File: src/iomq_pkg.sv
// Shared types and constants for the interval overlap max query unit.
// Holds the item structs, table entry type, request and status codes.
// No dependencies.
package iomq_pkg;

	localparam int TABLE_DEPTH = 64;
	localparam int TIME_BITS   = 32;
	localparam int IDX_W       = (TABLE_DEPTH > 1) ? $clog2(TABLE_DEPTH) : 1;
	localparam int CNT_W       = $clog2(TABLE_DEPTH + 1);

	localparam logic [1:0] REQ_CLEAR  = 2'd0;
	localparam logic [1:0] REQ_INSERT = 2'd1;
	localparam logic [1:0] REQ_QUERY  = 2'd2;

	localparam logic [2:0] STS_OK          = 3'd0;
	localparam logic [2:0] STS_REV_DROPPED = 3'd1;
	localparam logic [2:0] STS_BAD_TAG     = 3'd2;
	localparam logic [2:0] STS_FULL        = 3'd3;
	localparam logic [2:0] STS_REV_WINDOW  = 3'd4;

	localparam logic [1:0] KIND_MAX        = 2'd2;
	localparam logic [2:0] STRENGTH_MAX    = 3'd4;
	localparam logic [2:0] THRESHOLD_RESET = 3'd3;

	localparam logic REG_THRESHOLD = 1'b0;

	typedef struct packed {
		logic [1:0]                  req_type;
		logic signed [TIME_BITS-1:0] start_ms;
		logic signed [TIME_BITS-1:0] end_ms;
		logic [1:0]                  kind_tag;
		logic [2:0]                  strength_tag;
	} req_t;

	typedef struct packed {
		logic [2:0]       status;
		logic             found;
		logic [2:0]       max_strength;
		logic             significant;
		logic [CNT_W-1:0] entry_total;
	} res_t;

	typedef struct packed {
		logic signed [TIME_BITS-1:0] start_ms;
		logic signed [TIME_BITS-1:0] end_ms;
		logic [2:0]                  strength;
	} entry_t;

	typedef struct packed {
		logic             en;
		logic [IDX_W-1:0] addr;
		entry_t           data;
	} tbl_wr_t;

	typedef struct packed {
		logic             en;
		logic [IDX_W-1:0] addr;
	} tbl_rd_t;

endpackage

File: src/iomq_table.sv
// Interval table storage: one write port, one read port, registered read data.
// Depends on iomq_pkg for the entry and port structs.
module iomq_table (
	input  logic             clk,
	input  iomq_pkg::tbl_wr_t wr,
	input  iomq_pkg::tbl_rd_t rd,
	output iomq_pkg::entry_t  rd_data
);
	import iomq_pkg::*;

	entry_t mem [TABLE_DEPTH];

	always_ff @(posedge clk) begin
		if (wr.en) begin
			mem[wr.addr] <= wr.data;
		end
		if (rd.en) begin
			rd_data <= mem[rd.addr];
		end
	end

endmodule

File: src/interval_overlap_max_query_unit.sv
// Interval overlap max query unit: clear, insert and query over a 64-entry table.
// Clear, insert, unused and reversed-window query requests skip the scan; the result
// strobes the cycle after accept. A query holds busy while it scans: one table read per
// cycle, then the last registered read data is compared, then the result is latched; done follows busy.
// The receiver cannot stall. Reset clears the count and sets threshold to 3.
// Depends on iomq_pkg and iomq_table.
module interval_overlap_max_query_unit (
	input  logic           clk,
	input  logic           arst_n,
	input  logic           start,
	input  iomq_pkg::req_t req,
	output logic           busy,
	output logic           done,
	output iomq_pkg::res_t res,
	input  logic           psel,
	input  logic           penable,
	input  logic           pwrite,
	input  logic [2:0]     paddr,
	input  logic [31:0]    pwdata,
	output logic [31:0]    prdata,
	output logic           pready
);
	import iomq_pkg::*;

	localparam logic S_IDLE = 1'b0;
	localparam logic S_SCAN = 1'b1;

	logic             state_q;
	logic             done_q;
	res_t             res_q;
	logic [CNT_W-1:0] count_q;
	logic [2:0]       thr_q;
	logic [CNT_W-1:0] addr_q;
	logic             vld_s1;
	logic             found_q;
	logic [2:0]       max_q;
	logic signed [TIME_BITS-1:0] win_start_q;
	logic signed [TIME_BITS-1:0] win_end_q;

	logic             accept;
	logic             rev;
	logic             bad_tag;
	logic             full;
	logic             go_scan;
	logic             ins_ok;
	logic [CNT_W-1:0] cnt_nxt;
	res_t             imm_res;
	res_t             scan_res;
	logic             rd_en;
	logic             scan_end;
	logic             hit;
	logic             cfg_wr;
	tbl_wr_t          tbl_wr;
	tbl_rd_t          tbl_rd;
	entry_t           rd_data;

	assign accept  = start && (state_q == S_IDLE);
	assign rev     = req.end_ms < req.start_ms;
	assign bad_tag = (req.kind_tag > KIND_MAX) || (req.strength_tag > STRENGTH_MAX);
	assign full    = count_q >= CNT_W'(TABLE_DEPTH);
	assign go_scan = accept && (req.req_type == REQ_QUERY) && !rev;
	assign cfg_wr  = psel && penable && pwrite && pready;

	always_comb begin
		imm_res = '0;
		imm_res.entry_total = count_q;
		ins_ok  = 1'b0;
		cnt_nxt = count_q;
		case (req.req_type)
			REQ_CLEAR: begin
				cnt_nxt = '0;
				imm_res.entry_total = '0;
			end
			REQ_INSERT: begin
				if (rev) begin
					imm_res.status = STS_REV_DROPPED;
				end else if (bad_tag) begin
					imm_res.status = STS_BAD_TAG;
				end else if (full) begin
					imm_res.status = STS_FULL;
				end else begin
					ins_ok  = 1'b1;
					cnt_nxt = count_q + 1'b1;
					imm_res.entry_total = cnt_nxt;
				end
			end
			REQ_QUERY: begin
				if (rev) begin
					imm_res.status = STS_REV_WINDOW;
				end
			end
			default: begin
			end
		endcase
	end

	// Writes happen only when idle and reads only during a scan, so the ports never collide.
	assign tbl_wr.en   = accept && (req.req_type == REQ_INSERT) && ins_ok;
	assign tbl_wr.addr = count_q[IDX_W-1:0];
	assign tbl_wr.data = '{start_ms: req.start_ms, end_ms: req.end_ms,
		strength: req.strength_tag};

	assign rd_en       = (state_q == S_SCAN) && (addr_q < count_q);
	assign tbl_rd.en   = rd_en;
	assign tbl_rd.addr = addr_q[IDX_W-1:0];
	assign scan_end    = (state_q == S_SCAN) && !rd_en && !vld_s1;

	iomq_table u_table (
		.clk     (clk),
		.wr      (tbl_wr),
		.rd      (tbl_rd),
		.rd_data (rd_data)
	);

	assign hit = vld_s1 && (rd_data.start_ms <= win_end_q) && (rd_data.end_ms >= win_start_q);

	always_comb begin
		scan_res              = '0;
		scan_res.status       = STS_OK;
		scan_res.found        = found_q;
		scan_res.max_strength = max_q;
		scan_res.significant  = found_q && (max_q >= thr_q);
		scan_res.entry_total  = count_q;
	end

	always_ff @(posedge clk or negedge arst_n) begin
		if (!arst_n) begin
			state_q <= S_IDLE;
			done_q  <= 1'b0;
			count_q <= '0;
			thr_q   <= THRESHOLD_RESET;
			vld_s1  <= 1'b0;
		end else begin
			done_q <= 1'b0;
			vld_s1 <= rd_en;
			if (cfg_wr && (paddr[2] == REG_THRESHOLD)) begin
				thr_q <= pwdata[2:0];
			end
			unique case (state_q)
				S_IDLE: begin
					if (accept) begin
						if (go_scan) begin
							state_q <= S_SCAN;
						end else begin
							done_q  <= 1'b1;
							count_q <= cnt_nxt;
						end
					end
				end
				S_SCAN: begin
					if (scan_end) begin
						state_q <= S_IDLE;
						done_q  <= 1'b1;
					end
				end
			endcase
		end
	end

	always_ff @(posedge clk) begin
		if (accept) begin
			res_q       <= imm_res;
			win_start_q <= req.start_ms;
			win_end_q   <= req.end_ms;
			addr_q      <= '0;
			found_q     <= 1'b0;
			max_q       <= '0;
		end else if (state_q == S_SCAN) begin
			if (rd_en) begin
				addr_q <= addr_q + 1'b1;
			end
			if (hit) begin
				found_q <= 1'b1;
				if (rd_data.strength > max_q) begin
					max_q <= rd_data.strength;
				end
			end
			if (scan_end) begin
				res_q <= scan_res;
			end
		end
	end

	assign busy   = (state_q == S_SCAN);
	assign done   = done_q;
	assign res    = res_q;
	assign pready = 1'b1;
	assign prdata = (paddr[2] == REG_THRESHOLD) ? {29'd0, thr_q} : 32'd0;

endmodule
File: config.mk
export PLATFORM = sky130hd
export DESIGN_NAME = interval_overlap_max_query_unit
export DESIGN_NICKNAME = d
export VERILOG_FILES = /design/src/iomq_pkg.sv /design/src/iomq_table.sv /design/src/interval_overlap_max_query_unit.sv
export SDC_FILE = /design/constraint.sdc
export NUM_CORES = 2
export LEC_CHECK = 0
export BUFFER_PORTS_ARGS = -buffer_cell sky130_fd_sc_hd__buf_2
export CORE_ASPECT_RATIO = 0.75
export CORE_UTILIZATION = 60
export DETAILED_ROUTE_END_ITERATION = 7
export PLACE_DENSITY = 0.76
export SYNTH_ARGS = -nofsm -noshare
export SYNTH_HDL_FRONTEND = slang
export SYNTH_MEMORY_MAX_BITS = 65536
export SYNTH_SLANG_ARGS = --single-unit
File: constraint.sdc
create_clock -name clk -period 5.9 [get_ports clk]
set_clock_uncertainty 0.2 [all_clocks]
set_input_delay 0.295 -clock clk [delete_from_list [all_inputs] [get_ports clk]]
set_output_delay 0.295 -clock clk [all_outputs]
set_load 0.01 [all_outputs]
* Word-level counts from Yosys, hierarchy flattened
Memories as Yosys holds them, arrays and structs flattened. A register that Yosys moved wholly into a read port is not among the register bits.
Index checks and enable logic that the tools add are counted.
** Storage, ports and cells
- Bits in registers :: 103
- Memory bits (writable) :: 4288
- Input bits :: 112
- Output and inout bits :: 50
- Memories kept :: 1
** Memory list
- u_table.mem :: depth 64, bits a word 67, rd ports 1, clocked after memory_dff 1, wr ports 1, RTL line iomq_table.sv:11 : entry_t mem [TABLE_DEPTH];
** Cells by class
- $add $sub $neg :: 2
- Order comparisons :: 9
- Equal/unequal tests :: 2
- Mux-type cells :: 27
- Bitwise logic cells :: 3
- Reduce and logical (&&, ||, !) cells :: 27
** Operators by type and width (number)
- 2-to-1 mux 15 bit :: 3
- greater-or-equal comparator 32 bit :: 1
- <= comparator 32 bit :: 1
- less-than comparator 32 bit :: 1
- 2-to-1 mux 7 bit :: 3
- adder 7 x 1 -> 7 bit, second input constant :: 2
- logical AND 1 bit :: 14
- one-hot mux 7 bit (2 select lines) :: 1
- 2-to-1 mux 1 bit :: 12
- AND reduction 2 bit :: 4
- greater-or-equal comparator 7 bit, second input constant :: 1
- less-than comparator 7 bit :: 1
- 2-to-1 mux 2 bit :: 3
- 2-to-1 mux 3 bit :: 2
- one-hot mux 3 bit (2 select lines) :: 1
- AND reduction 3 bit :: 2
- one-hot mux 1 bit (2 select lines) :: 2
- nonzero test 2 bit :: 2
- greater-or-equal comparator 3 bit :: 1
- > comparator 3 bit :: 1
- > comparator 3 bit, second input constant :: 1
- logical NOT 1 bit :: 3
- inverter 1 bit :: 3
- == test 2 x 1 -> 1 bit, second input constant :: 1
- other kinds (4) :: 4

* Longest topological paths before layout
- Depth after elaboration :: 8
- Mapped depth :: 11
- Mapped depth without buffers :: 10

* By module
A second synthesis with hierarchy kept.
** Unflattened totals
- Cell total of the unflattened synthesis :: 7781
- Area total of the unflattened synthesis :: 171495.7 sq um
** Modules (own cells, without submodules)
- iomq_table :: times used 1, cells an instance 7102, area each 164617.9 sq um
- interval_overlap_max_query_unit :: times used 1, cells an instance 679, area each 6877.8 sq um

* Worst setup path after synthesis
Ideal clock, no wire load.
- Path type :: input -> register
- From :: input port req[68] (netlist bit)
- To :: memory u_table.mem[14][0] (netlist bit), enable pin
- Library setup time :: 0.493 ns
- Arrival :: 5.348 ns
- Data required time :: 5.207 ns
- Setup slack :: -0.141 ns
- Cell stages on the path :: 9
- Path through :: inv_1 -> ha_1 -> nand4_1 -> or4_1 -> a2111o_1 -> a211o_2 -> nor4_4 -> nand3_1 -> nor2_1
** Between the ends
- Longest elaborated chain between the ends :: 6
** Ends and longest elaborated chain
- start, declared :: RTL line interval_overlap_max_query_unit.sv:11 : input iomq_pkg::req_t req,
- less-than comparator 32 bit :: RTL line interval_overlap_max_query_unit.sv:58 : assign rev = req.end_ms < req.start_ms;
- 2-to-1 mux 1 bit :: RTL line interval_overlap_max_query_unit.sv:75 : if (rev) begin
- 2-to-1 mux 1 bit :: RTL line interval_overlap_max_query_unit.sv:69 : case (req.req_type)
- logical AND 1 bit :: RTL line interval_overlap_max_query_unit.sv:98 : assign tbl_wr.en = accept && (req.req_type == REQ_INSERT) && ins_ok;
- 2-to-1 mux 1 bit :: RTL line iomq_table.sv:14 : if (wr.en) begin
- 2-to-1 mux 1 bit (not written as such) :: RTL line iomq_table.sv:15 : mem[wr.addr] <= wr.data;
- end, declared :: RTL line iomq_table.sv:11
Every way passes these cells.

* Worst setup path after layout
- From :: input port req[50] (netlist bit)
- To :: memory u_table.mem[50][9] (netlist bit), enable pin
Same word-level chain as after synthesis.

==> flow_metrics.tcl <==
set metrics [dict create \
    status "finished, final reports clean" \
    cts.sinks 4458 \
    die_y_um 464 \
    critPathBufInv 6 \
    fin_area_um2 193000 \
    critPathKind "input port to register" \
    wl_met3_mm 73.4 \
    synthArstFlopShare_pct 0.292 \
    finalHoldViolCount 0 \
    first_pass_iters 6 \
    clockBufferDepth 4 \
    power_density_nw_per_um2 389 \
    slowest_stage "nor2_4" \
    final_cell_mix "4,429 x edfxtp_1, 1,407 x mux4_2, 412 x clkbuf_16" \
    cts_buffers 403 \
    cp-start-kind "input port" \
    ys_warn_count 0 \
    tns_ps 0 \
    ios 162 \
    die_width_um 618 \
    path_cells "dlygate4sd3_1, buf_2, inv_1, ha_1, nand2_1, nor4_1, a221oi_1, buf_4, a2111o_1, a211o_2, nor4_4, nand2_1, buf_4, nor2_4, buf_12" \
    slew_headroom_pct 23.5 \
    synthFlopType "edfxtp_1" \
    critical-path-top-delay-family "buffers and inverters" \
    start_util_pct 60.4 \
    wl_met2_mm 224 \
    h-tree-depth 5 \
    overflow 0 \
    vias 84500 \
    coreArea_um2 283000 \
    synth_cell_types 67 \
    worst-endpoint-required_ps 6300 \
    postRouteAntennaNets 0 \
    wirelength_mm 488 \
    postSynthCellCount 6839 \
    gp_congestion 0.947 \
    slowest_delay_ps 620 \
    worst_setup_path_end_kind "register" \
    top_layer "met5" \
    max_freq_mhz 205 \
    port_buffers 100 \
    p_total_mw 74.9 \
    finalCritPeriodShare_pct 82.6 \
    grt_pass1_vias 83400 \
    layout.nets 7640 \
    drv_cap 0 \
    tightestPinTransition_ps 1140 \
    wl_met1_mm 165 \
    drcViolationCount 0 \
    min_path_type "input port to register" \
    cp_data_arrival_time_ps 5280 \
    grt_pass1_wl_mm 674 \
    synth_edf_count 4429 \
    min_period_ps 4880 \
    mostFrequentLayoutCell "edfxtp_1" \
    syn-cell-area_um2 171000 \
    cts_tree "yes" \
    clk_pin_slew_ps 70 \
    cp_max_fo 24 \
    antenna_found_initial 60 \
    die-area_um2 287000 \
    routedWlPerCell_um 42.3 \
    final_layout_size_suffix_gt1_share_pct 32.0 \
    hold_ws_ps 39.6 \
    grt_max_degree 132 \
    ir_drop_v 0.000363 \
    postCtsSetupBuffers 0 \
    grt_util_all_layers_pct 34.4 \
    cts-root-buf "clkbuf_16" \
    yosysSeqAreaShare_pct 78.2 \
    ys_ff_latch 4458 \
    slew_violations 0 \
    placed_area_um2 179000 \
    area_growth_syn_to_layout_pct 12.8 \
    avgSynthCellArea_um2 25.0 \
    drt_iter0_drc 14600 \
    dp_hpwl_mm 264 \
    finalSetupViolCount 0 \
    rows 169 \
    vias_per_cell 7.33 \
    clk-insertion-delay-late_ps 950 \
    rsz0062_at_grt "no" \
    setup_ws_ps 1020 \
    pre_cts_slack_ps 837 \
    power.leakage_nw 58.7 \
]
[worst reg2reg max path: cells and delay by family (launching register included)]
kind,cells,cell delay (ps)
buffers and inverters,1,140
AOI/OAI and AO/OA,4,1320
adders and majority gates,1,340
and+or+nand+nor,3,1510
DFF,1,500
[area by class of cell]
class                      count  area [µm²]
sequential                  4458      134000
inverter                     117         440
tap                         3762        4710
clock inverter               233        2250
clock buffer                 498       10600
timing repair buffer         501        5180
fill                       16000       90100
antenna                       21        52.6
multi-input combinational   1934       35900
[through the flow]
step | util (%) | instances
4_1_cts | 68.1 | 11500
2_1_floorplan | - | 6867
5_1_grt | 68.1 | 11500
3_3_place_gp | 63.3 | 10700
3_5_place_dp | 63.3 | 10700
6_report | 68.1 | 11500
[flip-flops by register name, summed over array words and instances (netlist names)]
register / flops
u_table.mem: 4288
u_table.rd_data: 67
win_end_q: 32
win_start_q: 32
res: 15
addr_q: 7
count_q: 7
max_q: 3
thr_q: 3
busy: 1
done: 1
found_q: 1
vld_s1: 1
[path summary, 6_finish.rpt]
| path | slack [ps] | cells after the start | start | to |
|---|---|---|---|---|
| min | 40 | 2 | req[53] | u_table.mem[23][51] |
| max | 1020 | 15 | req[50] | u_table.mem[50][9] |
| min in group asynchronous | 470 | 3 | arst_n | thr_q[0] |
| min reg2reg | 280 | 2 | found_q | res[11] |
| max in group asynchronous | 3730 | 4 | arst_n | thr_q[2] |
| max reg2reg | 1690 | 9 | win_start_q[13] | max_q[0] |
[routing by layer]
layer	GRT usage (%)	up-vias
met1	47.2	44700
met5	0	-
li1	-	30800
met3	11.3	1256
met4	15.0	38
met2	51.4	7730
[power by group]
part           switching [mW]  internal (mW)
Clock                    11.7           14.7
Sequential              0.391           35.2
Combinational            6.80           6.20
Total                    18.9           56.1
[timing repair]
action | 4_1_cts | 5_1_grt
resized for setup | 0 | 0
hold endpoints to repair | 2472 | 0
hold buffers | 83 | 0
[cells in the mapped netlist (all sizes together) (11+ instances only)]
library cell | count | area [µm²]
ha | 113 | 1410
a21oi | 45 | 229
mux4 | 1407 | 31700
nand3 | 23 | 115
buf | 137 | 713
clkbuf | 221 | 830
inv | 116 | 435
nand2 | 53 | 204
edfxtp | 4429 | 133000
nor2 | 94 | 369
a21o | 17 | 130
dfxtp | 16 | 320
dfrtp | 11 | 275
nand4 | 22 | 183
o21ai | 38 | 194
[cells by family (layout without fill, tap and decap cells)]
kind of cell | after synthesis | after routing | share of synthesized area, %
fa+ha+maj | 113 | 113 | 0.827
xor+xnor | 3 | 3 | 0.0154
other cells | 2 | 51 | 0.00439
simple gates | 235 | 235 | 0.688
flops | 4458 | 4458 | 78.2
buf+inv | 475 | 1349 | 1.16
mux | 1414 | 1414 | 18.6
compound gates | 139 | 139 | 0.516
No activity file was read; power rests on OpenSTA's default activity.
